--- src/design/lsa_pkg.sv ---
// ----------------------------------------------------------------------------
// lsa_pkg
// Shared constants and types of the lidar sector averager.
// ----------------------------------------------------------------------------
`default_nettype none
package lsa_pkg;

  localparam int SAMPLES_PER_SCAN = 360;
  localparam int NUM_SECTORS      = 8;

  localparam int SPAN_RAW    = SAMPLES_PER_SCAN / NUM_SECTORS;
  localparam int SECTOR_SPAN = (SPAN_RAW == 0) ? 1 : SPAN_RAW;
  // the last sector also takes the leftover samples
  localparam int LAST_SPAN   = (SPAN_RAW == 0) ? 1 :
                               SAMPLES_PER_SCAN - (NUM_SECTORS - 1) * SECTOR_SPAN;

  localparam int DIST_W = 16;
  localparam int IDX_W  = 3;
  localparam int POS_W  = $clog2(SAMPLES_PER_SCAN);
  localparam int SEC_W  = (NUM_SECTORS > 1) ? $clog2(NUM_SECTORS) : 1;
  localparam int OFS_W  = $clog2(SECTOR_SPAN + 1);
  localparam int CNT_W  = $clog2(LAST_SPAN + 1);
  localparam int SUM_W  = CNT_W + DIST_W;
  localparam int BIT_W  = $clog2(SUM_W + 1);

  localparam logic [DIST_W-1:0] MARKER_RESET = 16'hFFFF;

  typedef struct packed {
    logic [IDX_W-1:0]  sector;
    logic [SUM_W-1:0]  sum;
    logic [CNT_W-1:0]  count;
    logic              last;
    logic [DIST_W-1:0] marker;
  } lsa_job_t;

endpackage
`default_nettype wire

--- src/design/lsa_if.sv ---
// ----------------------------------------------------------------------------
// lsa_if
// Valid/ready channels for samples and sector results.
// ----------------------------------------------------------------------------
`default_nettype none
interface lsa_in_if;
  logic        valid;
  logic        ready;
  logic [15:0] distance_mm;
  modport source (output valid, output distance_mm, input ready);
  modport sink   (input valid, input distance_mm, output ready);
endinterface

interface lsa_out_if;
  logic        valid;
  logic        ready;
  logic [2:0]  sector_index;
  logic [15:0] average_mm;
  logic        last_sector;
  modport source (output valid, output sector_index, output average_mm,
                  output last_sector, input ready);
  modport sink   (input valid, input sector_index, input average_mm,
                  input last_sector, output ready);
endinterface
`default_nettype wire

--- src/design/lsa_front.sv ---
// ----------------------------------------------------------------------------
// lsa_front
// Tracks scan position, accumulates valid samples and closes sectors.
// ----------------------------------------------------------------------------
`default_nettype none
module lsa_front (
  input  wire logic                         clk,
  input  wire logic                         rst_n,
  input  wire logic                         cfg_we,
  input  wire logic [lsa_pkg::DIST_W-1:0]   cfg_data,
  input  wire logic                         in_valid,
  output      logic                         in_ready,
  input  wire logic [lsa_pkg::DIST_W-1:0]   in_distance,
  output      logic                         push_valid,
  input  wire logic                         push_ready,
  output      lsa_pkg::lsa_job_t            push_job
);
  import lsa_pkg::*;

  logic [POS_W-1:0]  pos_r, pos_nxt;
  logic [OFS_W-1:0]  ofs_r, ofs_nxt;
  logic [SEC_W-1:0]  sec_r, sec_nxt;
  logic [SUM_W-1:0]  sum_r, sum_nxt;
  logic [CNT_W-1:0]  cnt_r, cnt_nxt;
  logic [DIST_W-1:0] marker_r;
  logic [SUM_W-1:0]  sum_acc;
  logic [CNT_W-1:0]  cnt_acc;
  logic              hit, scan_end, sector_end, take;

  assign in_ready = push_ready;
  assign take     = in_valid && in_ready;
  assign hit      = (in_distance != marker_r);
  assign scan_end = (pos_r == POS_W'(SAMPLES_PER_SCAN - 1));
  assign sector_end = scan_end ||
                      ((ofs_r == OFS_W'(SECTOR_SPAN - 1)) &&
                       (sec_r != SEC_W'(NUM_SECTORS - 1)));

  assign sum_acc = hit ? sum_r + SUM_W'(in_distance) : sum_r;
  assign cnt_acc = hit ? cnt_r + CNT_W'(1) : cnt_r;

  assign push_valid      = take && sector_end;
  assign push_job.sector = IDX_W'(sec_r);
  assign push_job.sum    = sum_acc;
  assign push_job.count  = cnt_acc;
  assign push_job.last   = scan_end;
  assign push_job.marker = marker_r;

  always_comb begin
    pos_nxt = pos_r;
    ofs_nxt = ofs_r;
    sec_nxt = sec_r;
    sum_nxt = sum_r;
    cnt_nxt = cnt_r;
    if (take) begin
      if (scan_end) begin
        pos_nxt = '0;
        ofs_nxt = '0;
        sec_nxt = '0;
      end else begin
        pos_nxt = pos_r + POS_W'(1);
        if (sector_end) begin
          ofs_nxt = '0;
          sec_nxt = sec_r + SEC_W'(1);
        end else begin
          ofs_nxt = ofs_r + OFS_W'(1);
        end
      end
      // clear the accumulator once the sector is handed off
      if (sector_end) begin
        sum_nxt = '0;
        cnt_nxt = '0;
      end else begin
        sum_nxt = sum_acc;
        cnt_nxt = cnt_acc;
      end
    end
  end

  always_ff @(posedge clk) begin
    if (!rst_n) begin
      pos_r    <= '0;
      ofs_r    <= '0;
      sec_r    <= '0;
      sum_r    <= '0;
      cnt_r    <= '0;
      marker_r <= MARKER_RESET;
    end else begin
      pos_r <= pos_nxt;
      ofs_r <= ofs_nxt;
      sec_r <= sec_nxt;
      sum_r <= sum_nxt;
      cnt_r <= cnt_nxt;
      if (cfg_we) begin
        marker_r <= cfg_data;
      end
    end
  end

endmodule
`default_nettype wire

--- src/design/lsa_queue.sv ---
// ----------------------------------------------------------------------------
// lsa_queue
// Two-entry queue of closed sectors between front and divider.
// ----------------------------------------------------------------------------
`default_nettype none
module lsa_queue (
  input  wire logic              clk,
  input  wire logic              rst_n,
  input  wire logic              push_valid,
  output      logic              push_ready,
  input  wire lsa_pkg::lsa_job_t push_job,
  output      logic              pop_valid,
  input  wire logic              pop_ready,
  output      lsa_pkg::lsa_job_t pop_job
);
  import lsa_pkg::*;

  lsa_job_t   mem_r [2];
  logic       wr_r, wr_nxt;
  logic       rd_r, rd_nxt;
  logic [1:0] fill_r, fill_nxt;
  logic       do_push, do_pop;

  assign push_ready = (fill_r != 2'd2);
  assign pop_valid  = (fill_r != 2'd0);
  assign pop_job    = mem_r[rd_r];
  assign do_push    = push_valid && push_ready;
  assign do_pop     = pop_valid && pop_ready;

  always_comb begin
    wr_nxt   = do_push ? ~wr_r : wr_r;
    rd_nxt   = do_pop ? ~rd_r : rd_r;
    fill_nxt = fill_r;
    if (do_push && !do_pop) begin
      fill_nxt = fill_r + 2'd1;
    end else if (do_pop && !do_push) begin
      fill_nxt = fill_r - 2'd1;
    end
  end

  always_ff @(posedge clk) begin
    if (do_push) begin
      mem_r[wr_r] <= push_job;
    end
  end

  always_ff @(posedge clk) begin
    if (!rst_n) begin
      wr_r   <= 1'b0;
      rd_r   <= 1'b0;
      fill_r <= 2'd0;
    end else begin
      wr_r   <= wr_nxt;
      rd_r   <= rd_nxt;
      fill_r <= fill_nxt;
    end
  end

endmodule
`default_nettype wire

--- src/design/lsa_divider.sv ---
// ----------------------------------------------------------------------------
// lsa_divider
// Restoring divider, one quotient bit per cycle, with a result register.
// ----------------------------------------------------------------------------
`default_nettype none
module lsa_divider (
  input  wire logic              clk,
  input  wire logic              rst_n,
  input  wire logic              job_valid,
  output      logic              job_ready,
  input  wire lsa_pkg::lsa_job_t job,
  lsa_out_if.source              out_ch
);
  import lsa_pkg::*;

  localparam logic [1:0] ST_IDLE = 2'd0;
  localparam logic [1:0] ST_BUSY = 2'd1;
  localparam logic [1:0] ST_DONE = 2'd2;

  logic [1:0]        state_r, state_nxt;
  logic [BIT_W-1:0]  bit_r, bit_nxt;
  logic [CNT_W-1:0]  rem_r, rem_nxt;
  logic [SUM_W-1:0]  quo_r, quo_nxt;
  logic [CNT_W-1:0]  den_r, den_nxt;
  logic [IDX_W-1:0]  idx_r, idx_nxt;
  logic              last_r, last_nxt;
  logic [DIST_W-1:0] avg_r, avg_nxt;
  logic [CNT_W:0]    trial;
  logic              fits;

  assign job_ready = (state_r == ST_IDLE);
  assign trial     = {rem_r, quo_r[SUM_W-1]};
  assign fits      = (trial >= {1'b0, den_r});

  assign out_ch.valid        = (state_r == ST_DONE);
  assign out_ch.sector_index = idx_r;
  assign out_ch.average_mm   = avg_r;
  assign out_ch.last_sector  = last_r;

  always_comb begin
    state_nxt = state_r;
    bit_nxt   = bit_r;
    rem_nxt   = rem_r;
    quo_nxt   = quo_r;
    den_nxt   = den_r;
    idx_nxt   = idx_r;
    last_nxt  = last_r;
    avg_nxt   = avg_r;
    case (state_r)
      ST_IDLE: begin
        if (job_valid) begin
          idx_nxt  = job.sector;
          last_nxt = job.last;
          den_nxt  = job.count;
          quo_nxt  = job.sum;
          rem_nxt  = '0;
          bit_nxt  = BIT_W'(SUM_W);
          if (job.count == '0) begin
            avg_nxt   = job.marker;
            state_nxt = ST_DONE;
          end else begin
            state_nxt = ST_BUSY;
          end
        end
      end
      ST_BUSY: begin
        // the partial remainder stays below the divisor
        rem_nxt = fits ? CNT_W'(trial - {1'b0, den_r}) : trial[CNT_W-1:0];
        quo_nxt = {quo_r[SUM_W-2:0], fits};
        bit_nxt = bit_r - BIT_W'(1);
        if (bit_r == BIT_W'(1)) begin
          avg_nxt   = quo_nxt[DIST_W-1:0];
          state_nxt = ST_DONE;
        end
      end
      ST_DONE: begin
        if (out_ch.ready) begin
          state_nxt = ST_IDLE;
        end
      end
      default: begin
        state_nxt = ST_IDLE;
      end
    endcase
  end

  always_ff @(posedge clk) begin
    bit_r  <= bit_nxt;
    rem_r  <= rem_nxt;
    quo_r  <= quo_nxt;
    den_r  <= den_nxt;
    idx_r  <= idx_nxt;
    last_r <= last_nxt;
    avg_r  <= avg_nxt;
  end

  always_ff @(posedge clk) begin
    if (!rst_n) begin
      state_r <= ST_IDLE;
    end else begin
      state_r <= state_nxt;
    end
  end

endmodule
`default_nettype wire

--- src/design/lidar_sector_averager_core.sv ---
// ----------------------------------------------------------------------------
// lidar_sector_averager_core
// Per-sector truncating average of lidar distance samples over a scan.
// ----------------------------------------------------------------------------
// Throughput: one sample per cycle while the two-entry queue has room.
// A closed sector goes through the queue into a restoring divider that
// loads it, works out all SUM_W quotient bits (22 at default) and holds the
// result until taken; an empty sector yields the marker without dividing.
// Synchronous active-low reset clears position and sums and sets the invalid
// marker to 0xFFFF.
`default_nettype none
module lidar_sector_averager_core (
  input  wire logic         clk,
  input  wire logic         rst_n,
  input  wire logic         cfg_we,
  input  wire logic [15:0]  cfg_data,
  lsa_in_if.sink            in_chan,
  lsa_out_if.source         out_chan
);
  import lsa_pkg::*;

  logic     push_valid, push_ready;
  lsa_job_t push_job;
  logic     pop_valid, pop_ready;
  lsa_job_t pop_job;

  lsa_front u_front (
    .clk         (clk),
    .rst_n       (rst_n),
    .cfg_we      (cfg_we),
    .cfg_data    (cfg_data),
    .in_valid    (in_chan.valid),
    .in_ready    (in_chan.ready),
    .in_distance (in_chan.distance_mm),
    .push_valid  (push_valid),
    .push_ready  (push_ready),
    .push_job    (push_job)
  );

  lsa_queue u_queue (
    .clk        (clk),
    .rst_n      (rst_n),
    .push_valid (push_valid),
    .push_ready (push_ready),
    .push_job   (push_job),
    .pop_valid  (pop_valid),
    .pop_ready  (pop_ready),
    .pop_job    (pop_job)
  );

  lsa_divider u_divider (
    .clk       (clk),
    .rst_n     (rst_n),
    .job_valid (pop_valid),
    .job_ready (pop_ready),
    .job       (pop_job),
    .out_ch    (out_chan)
  );

endmodule
`default_nettype wire

--- src/flat_wrapper.sv ---
// flat-port wrapper written by rule: the top's interface ports become plain ports
module lidar_sector_averager_core_flat import lsa_pkg::*;
  (clk, rst_n, cfg_we, cfg_data, in_chan_valid, in_chan_distance_mm, in_chan_ready, out_chan_valid, out_chan_sector_index, out_chan_average_mm, out_chan_last_sector, out_chan_ready);
  lsa_in_if in_chan_i ();
  lsa_out_if out_chan_i ();
  input  wire logic clk;
  input  wire logic rst_n;
  input  wire logic cfg_we;
  input  wire logic [15:0] cfg_data;
  input wire logic [$bits(in_chan_i.valid)-1:0] in_chan_valid;
  input wire logic [$bits(in_chan_i.distance_mm)-1:0] in_chan_distance_mm;
  output wire logic [$bits(in_chan_i.ready)-1:0] in_chan_ready;
  output wire logic [$bits(out_chan_i.valid)-1:0] out_chan_valid;
  output wire logic [$bits(out_chan_i.sector_index)-1:0] out_chan_sector_index;
  output wire logic [$bits(out_chan_i.average_mm)-1:0] out_chan_average_mm;
  output wire logic [$bits(out_chan_i.last_sector)-1:0] out_chan_last_sector;
  input wire logic [$bits(out_chan_i.ready)-1:0] out_chan_ready;
  assign in_chan_i.valid = in_chan_valid;
  assign in_chan_i.distance_mm = in_chan_distance_mm;
  assign in_chan_ready = in_chan_i.ready;
  assign out_chan_valid = out_chan_i.valid;
  assign out_chan_sector_index = out_chan_i.sector_index;
  assign out_chan_average_mm = out_chan_i.average_mm;
  assign out_chan_last_sector = out_chan_i.last_sector;
  assign out_chan_i.ready = out_chan_ready;
  lidar_sector_averager_core u_core (.clk(clk), .rst_n(rst_n), .cfg_we(cfg_we), .cfg_data(cfg_data), .in_chan(in_chan_i), .out_chan(out_chan_i));
endmodule
--- config.mk ---
export PLATFORM = sky130hd
export DESIGN_NAME = lidar_sector_averager_core_flat
export DESIGN_NICKNAME = d
export VERILOG_FILES = /design/src/design/lsa_pkg.sv /design/src/design/lsa_if.sv /design/src/design/lsa_front.sv /design/src/design/lsa_queue.sv /design/src/design/lsa_divider.sv /design/src/design/lidar_sector_averager_core.sv /design/src/flat_wrapper.sv
export SDC_FILE = /design/constraint.sdc
export NUM_CORES = 1
export LEC_CHECK = 0
export ABC_AREA = 1
export ABC_CLOCK_PERIOD_IN_PS = 4900
export BUFFER_PORTS_ARGS = -buffer_cell sky130_fd_sc_hd__buf_2
export CAP_MARGIN = 10
export CORE_ASPECT_RATIO = 1.2
export CORE_UTILIZATION = 60
export DETAILED_ROUTE_END_ITERATION = 10
export GPL_TIMING_DRIVEN = 1
export HOLD_SLACK_MARGIN = 0.1
export PLACE_DENSITY = 0.79
export REMOVE_ABC_BUFFERS = 1
export SYNTH_ARGS = -nofsm -noshare
export SYNTH_HDL_FRONTEND = slang
export SYNTH_SLANG_ARGS = --single-unit
--- constraint.sdc ---
create_clock -name clk -period 4.9 [get_ports clk]
set_input_delay 0.245 -clock clk [delete_from_list [all_inputs] [get_ports clk]]
set_output_delay 0.245 -clock clk [all_outputs]
set_load 0.02 [all_outputs]
## Word level (Yosys, flattened, before mapping)

Memory sizes are Yosys's and may differ from the RTL's. A register that Yosys moved wholly into a read port is not among the register bits.
Cells that the tools add are included.

- Flip-flop bits (word level): 127
- Bits of input ports: 37
- Bits in writable memories: 96
- Word-level logic and storage cells: 94
- Output and inout bits: 22
- Memories: 1

Memory list:

| name | words | width | read ports | clocked after Yosys merged registers in | write ports | line | source |
|---|---|---|---|---|---|---|---|
| u_core.u_queue.mem_r | 2 | 48 | 1 | 1 | 1 | lsa_queue.sv:18 | `lsa_job_t mem_r [2];` |

- Equality and inequality tests: 12
- Bitwise logic cells: 2
- Add/subtract/negate cells: 9
- Mux-type cells: 31
- Reductions and logical operators: 21
- Order comparisons: 1

Operators with widths:

| operator | count |
|---|---|
| $mux W22 | 3 |
| $mux W16 | 3 |
| $pmux W22 S2 | 1 |
| $mux W6 | 6 |
| $pmux W16 S2 | 1 |
| $add A22 B16 Y22 | 1 |
| $ne A16 B16 Y1 | 1 |
| $add A6 B1 Y6 const B | 2 |
| $mux W2 | 6 |
| $pmux W6 S2 | 1 |
| $pmux W5 S2 | 1 |
| $add A9 B1 Y9 const B | 1 |
| $eq A9 B9 Y1 const B | 1 |
| $mux W9 | 1 |
| $ne A2 B2 Y1 const B | 4 |
| $reduce_bool A2 Y1 | 4 |
| $ge A7 B6 Y1 | 1 |
| $logic_and A1 B1 Y1 | 7 |
| $eq A6 B6 Y1 const B | 1 |
| $logic_not A6 Y1 | 1 |
| $mux W3 | 2 |
| $pmux W2 S3 | 1 |
| $reduce_and A2 Y1 | 3 |
| $sub A6 B6 Y6 | 1 |
| other kinds (17) | 22 |

## Longest topological paths before layout

- Depth in word-level cells: 9
- Depth in mapped cells: 17
- Gate-level depth less buffers: 17

## Hierarchy

From an unflattened synthesis, not the netlist that was laid out.

- Cells, all modules: 1120
- Area total of the unflattened synthesis: 10923.0 sq um

Modules (own cells, without submodules):

| module | instances | cells each | area an instance (sq um) | seq. area each (sq um) |
|---|---|---|---|---|
| lsa_front | 1 | 645 | 4275.4 | 1241.2 |
| lsa_queue | 1 | 186 | 3782.4 | 2982.9 |
| lsa_divider | 1 | 289 | 2865.2 | 1811.7 |

## Worst setup path after synthesis

OpenSTA, ideal clock, no wires.

- Kind: register to register
- From: register u_core.u_front.sec_r[0]
- To: memory u_core.u_queue.mem_r[1][0] in the netlist's numbering (enable)
- Data required time: 4.445 ns
- Stages on the path, launching flop included: 6
- Setup time: 0.455 ns
- Arrival: 3.353 ns
- Slack: 1.092 ns
- Period minus slack after synthesis: 3.808 ns
- Path buffers: 0
- Cell sequence: dfxtp_1 ha_1 ha_1 o41ai_1 nand2_2 nor2_1

- Longest elaborated chain between the ends: 7

Ends and longest elaborated chain:

| item | line | source |
|---|---|---|
| start, declared | lsa_front.sv:22 | `logic [SEC_W-1:0] sec_r, sec_nxt;` |
| start signal, assigned | lsa_front.sv:90 | `sec_r <= sec_nxt;` |
| $ne A3 B3 Y1 | lsa_front.sv:36 | `(sec_r != SEC_W'(NUM_SECTORS - 1)));` |
| $logic_and A1 B1 Y1 | lsa_front.sv:35 | `((ofs_r == OFS_W'(SECTOR_SPAN - 1)) &&` |
| $logic_or A1 B1 Y1 | lsa_front.sv:34 | `assign sector_end = scan_end \|\|` |
| $logic_and A1 B1 Y1 | lsa_front.sv:41 | `assign push_valid = take && sector_end;` |
| $logic_and A1 B1 Y1 | lsa_queue.sv:27 | `assign do_push = push_valid && push_ready;` |
| $mux W1 | lsa_queue.sv:42 | `if (do_push) begin` |
| $mux W1 (not written as such) | lsa_queue.sv:43 | `mem_r[wr_r] <= push_job;` |
| end, declared | lsa_queue.sv:18 |  |

Every way passes these cells.

## Worst setup path in the final report

- From: register u_core.u_divider.state_r[0]
- To: register u_core.u_divider.avg_r[4] (netlist: u_core.u_divider.out_ch.average_mm[4]) (enable)

- Longest elaborated chain between the ends: 3
- Elaborated cells between the ends (all ways): 7
- Classes of those cells: 4 x eq/ne; 3 x reduce/logical

Ends and longest elaborated chain:

| item | line | source |
|---|---|---|
| start, declared | lsa_divider.sv:20 | `logic [1:0] state_r, state_nxt;` |
| start signal, assigned | lsa_divider.sv:101 | `state_r <= state_nxt;` |
| $eq A2 B1 Y1 / $logic_not A2 Y1 (equally long branches) | lsa_divider.sv:49 | `case (state_r)` |
| $ne A2 B2 Y1 (no source line) / $reduce_bool A2 Y1 (equally long branches) | -- |  |
| $reduce_and A4 Y1 (no source line) (*) | -- |  |
| end signal, assigned | lsa_divider.sv:94 | `avg_r <= avg_nxt;` |
| end, declared | lsa_divider.sv:27 | `logic [DIST_W-1:0] avg_r, avg_nxt;` |

Every way passes the cells marked *; elsewhere a longest branch is shown, timed or not.
A chain may end at the register's enable or synchronous reset.

==> impl_metrics.env <==
export IMPL_peakVddDrop_uv=309
export IMPL_areaGrowthSynthToFinish_pct=13.1
export IMPL_combPwrFrac=0.293
export IMPL_hold_path_class="primary input to flop"
export IMPL_post_synth_fa_ha_maj_area_fraction=0.0414
export IMPL_hold_start="out_chan_ready"
export IMPL_routabilityCongestion=0.927
export IMPL_vias=7643
export IMPL_wl_per_cell_um=15.8
export IMPL_min_period_over_period=0.640
export IMPL_postRouteAntennaNets=0
export IMPL_run_status="finished clean"
export IMPL_drv_cap=0
export IMPL_grt_setup_unrepaired="false"
export IMPL_postCtsHoldBufs=16
export IMPL_end_kind="flop"
export IMPL_ys_flop_type="edfxtp_1"
export IMPL_ctsResizeCount=0
export IMPL_r2r_setup_slack_ns=1.76
export IMPL_clock_power_share=0.277
export IMPL_grt_usage=0.256
export IMPL_worstPathRequired_ns=5.07
export IMPL_drt_iter0_markers=702
export IMPL_synth_area_mux_share=0
export IMPL_ctsHtreeMaxLevel=1
export IMPL_syn_area_per_cell_um2=9.45
export IMPL_finalHoldViolations=0
export IMPL_synth_top_family_by_area="simple AND/OR/NAND/NOR gates"
export IMPL_drive_gt1_frac=0.110
export IMPL_synth_seq_area_share=0.584
export IMPL_grt_max_degree=78
export IMPL_swShare=0.334
export IMPL_setup_tns_ns=0
export IMPL_slew_viol_final=0
export IMPL_clkTransAtPathRegs_ns=0.06
export IMPL_dp_hpwl_mm=14.8
export IMPL_rr_worst_depth=8
export IMPL_instances_no_fill=1392
export IMPL_routed_wl_mm=22.0
export IMPL_hold_ws_ns=0.110
export IMPL_cts_buffer_depth=3
export IMPL_fillers=1240
export IMPL_grt_pass1_wl_mm=35.7
export IMPL_worst_setup_path_start_kind="flop"
export IMPL_ys_ff_latch=224
export IMPL_ctsRootBufferMaster="clkbuf_16"
export IMPL_worstReg2RegEnd="u_core.u_divider.out_ch.average_mm[4]"
export IMPL_clock_latency_ns=0.50
export IMPL_internal_power_uw=4080
export IMPL_cts_buffers=22
export IMPL_antenna_cells=0
export IMPL_sequentialPowerShare=0.430
export IMPL_power_switching_uw=2040
export IMPL_io_pin_count=59
export IMPL_die_w_um=122
export IMPL_core_mm2=0.0169
export IMPL_dpl_cell_count=1336
export IMPL_syn_area_mm2=0.0103
export IMPL_crit_type="flop to flop"
export IMPL_layout_common_cells="nand2_1, edfxtp_1, inv_1, nor2_1, a21oi_1"
export IMPL_layout_min_cycle_time_ns=3.14
export IMPL_port_buffers=58
export IMPL_cts_sinks=224
export IMPL_setup_viol=0
export IMPL_grt_pass1_vias=7261
export IMPL_num_rows=52
export IMPL_drc=0
export IMPL_finClkSkew_ns=0.0114
export IMPL_p_per_area_mw_per_mm2=523
export IMPL_synth_xor_area_frac=0.0296
export IMPL_final_common_cell="nand2_1"
export IMPL_synth_edf_count=155
export IMPL_timing_rr_start="u_core.u_divider.state_r[0]"
export IMPL_leakagePower_uw=0.00473
export IMPL_cts_tree="done"
export IMPL_arrival_ns=3.31
export IMPL_fp_dieH_um=146
export IMPL_initial_utilization=0.614
export IMPL_avgViaCountPerCell=5.49
export IMPL_die_area_mm2=0.0178
export IMPL_relSlewSlack=0.236
export IMPL_synthArstFlopShare=0
export IMPL_cts_setup_buffers=0
export IMPL_grt_overflow=0
export IMPL_synth_compound_area_frac=0.105
export IMPL_yosys_area_share_simple=0.185
export IMPL_yosys_warnings=0
export IMPL_synth_cells=1094
export IMPL_whs_endpoint="u_core.u_divider.state_r[1]"
export IMPL_synth_cell_type_count=46
export IMPL_path_max_fanout=77
export IMPL_fmax_mhz=319
export IMPL_worstMarginPinSlew_ns=1.15
export IMPL_holdPathStages=3
export IMPL_firstDrtPassIters=6
export IMPL_fin_nets=1230
export IMPL_antenna_found_initial=0
## routing by layer
layer | wire length, um | share of wire | global-route usage
met3 | 1260 | 0.057 | 0.0286
met5 | 0 | 0 | 0
met1 | 9910 | 0.45 | 0.356
met4 | 369 | 0.017 | 0.0698
met2 | 10500 | 0.48 | 0.424
## power by group through the flow
stage                     Combinational (uW)  Sequential (uW)  Clock, uW
final                                   1790             2630       1700
after floorplan                         1180             2720          0
after global placement                  1720             2650          0
after global routing                    2020             2660       1790
after CTS                               1790             2630       1710
after detailed placement                1770             2660          0
## worst max path at each step
stage | end | cells after the start | slack (ns) | start
finish | u_core.u_divider.out_ch.average_mm[4] | 8 | 1.76 | u_core.u_divider.state_r[0]
floorplan | u_core.u_queue.mem_r[1][0] | 6 | 0.81 | u_core.u_queue.fill_r[0]
CTS | u_core.u_divider.out_ch.average_mm[4] | 8 | 1.74 | u_core.u_divider.state_r[0]
global placement | u_core.u_divider.out_ch.average_mm[4] | 8 | 1.84 | u_core.u_divider.state_r[0]
detailed placement | u_core.u_divider.out_ch.average_mm[4] | 8 | 1.75 | u_core.u_divider.state_r[0]
global route | u_core.u_divider.out_ch.average_mm[4] | 8 | 1.49 | u_core.u_divider.state_r[0]
## logic make-up (layout without fill, tap and decap cells)
group,count (synthesis),after routing
xor gates and xnor gates,35,35
and+or+nand+nor,461,461
buffers and inverters,143,225
DFF,224,224
adders and majority gates,33,33
AOI/OAI and AO/OA,198,198
## through the flow
| stage | util | power [uW] | worst slack (ns) | area [um2] |
|---|---|---|---|---|
| floorplan | - | 3900 | 0.808 | 10200 |
| global placement | 0.641 | 4370 | 1.84 | 10800 |
| detailed placement | 0.641 | 4430 | 1.75 | 10800 |
| CTS | 0.694 | 6130 | 1.74 | 11700 |
| global route | 0.694 | 6460 | 1.49 | 11700 |
| finish | 0.694 | 6120 | 1.76 | 11700 |
## sequential cells by signal, indices dropped and copies added, names as in the netlist, named ones only
name                                  cells
u_core.u_divider.out_ch.sector_index      3
u_core.u_divider.rem_r                    6
u_core.u_divider.bit_r                    5
u_core.u_front.marker_r                  16
u_core.u_queue.fill_r                     2
u_core.u_queue.mem_r                     96
u_core.u_divider.out_ch.last_sector       1
u_core.u_front.sec_r                      3
u_core.u_divider.den_r                    6
u_core.u_front.ofs_r                      6
u_core.u_front.sum_r                     22
u_core.u_divider.quo_r                   22
u_core.u_front.cnt_r                      6
u_core.u_queue.rd_r                       1
u_core.u_divider.out_ch.average_mm       16
u_core.u_queue.wr_r                       1
u_core.u_front.pos_r                      9
u_core.u_divider.state_r                  2
## synth_stat cells (2+ instances only)
library cell / number / share of area
o21a_1: 3 / 0.0022
nor2_1: 93 / 0.034
xnor2_1: 28 / 0.024
ha_1: 31 / 0.037
nand2_2: 10 / 0.0060
inv_2: 4 / 0.0015
a31oi_1: 2 / 0.0012
o21ai_1: 8 / 0.0039
o21bai_1: 2 / 0.0015
inv_1: 94 / 0.034
o211ai_1: 4 / 0.0029
clkinv_1: 3 / 0.0011
o22ai_1: 32 / 0.019
or2_0: 2 / 0.0012
nand2_1: 274 / 0.099
or2_2: 6 / 0.0036
nand4_1: 7 / 0.0042
edfxtp_1: 155 / 0.45
nor3b_1: 2 / 0.0015
nor3_1: 11 / 0.0053
nor4_1: 2 / 0.0012
a21oi_1: 79 / 0.038
clkbuf_1: 29 / 0.011
dfxtp_1: 69 / 0.13
o21ai_0: 58 / 0.028
buf_1: 2 / 0.00073
nand3_1: 43 / 0.021
o21ai_2: 3 / 0.0025
fa_1: 2 / 0.0039
and2_1: 2 / 0.0012
nand3b_1: 6 / 0.0044
buf_2: 8 / 0.0039
xor2_1: 7 / 0.0059
## area by class of cell
| cell class | count | area (um2) | share of cell area |
|---|---|---|---|
| clock inverter | 5 | 80.1 | 0.00685 |
| clock buffer | 35 | 651 | 0.0556 |
| multi-input combinational | 727 | 3750 | 0.321 |
| tap | 216 | 270 | 0.0231 |
| sequential | 224 | 6040 | 0.516 |
| inverter | 102 | 388 | 0.0332 |
| timing repair buffer | 83 | 518 | 0.0443 |
## critical path, cell delays in order, from the launching register on
cell     delay (ns)
dfxtp_1        0.39
inv_1          0.06
nor2_1         0.57
inv_2          0.64
nand2_1        0.22
buf_4          0.42
nand2_1        0.11
nor2_1         0.10
buf_4          0.28
Power figures use the tool's default switching activity.
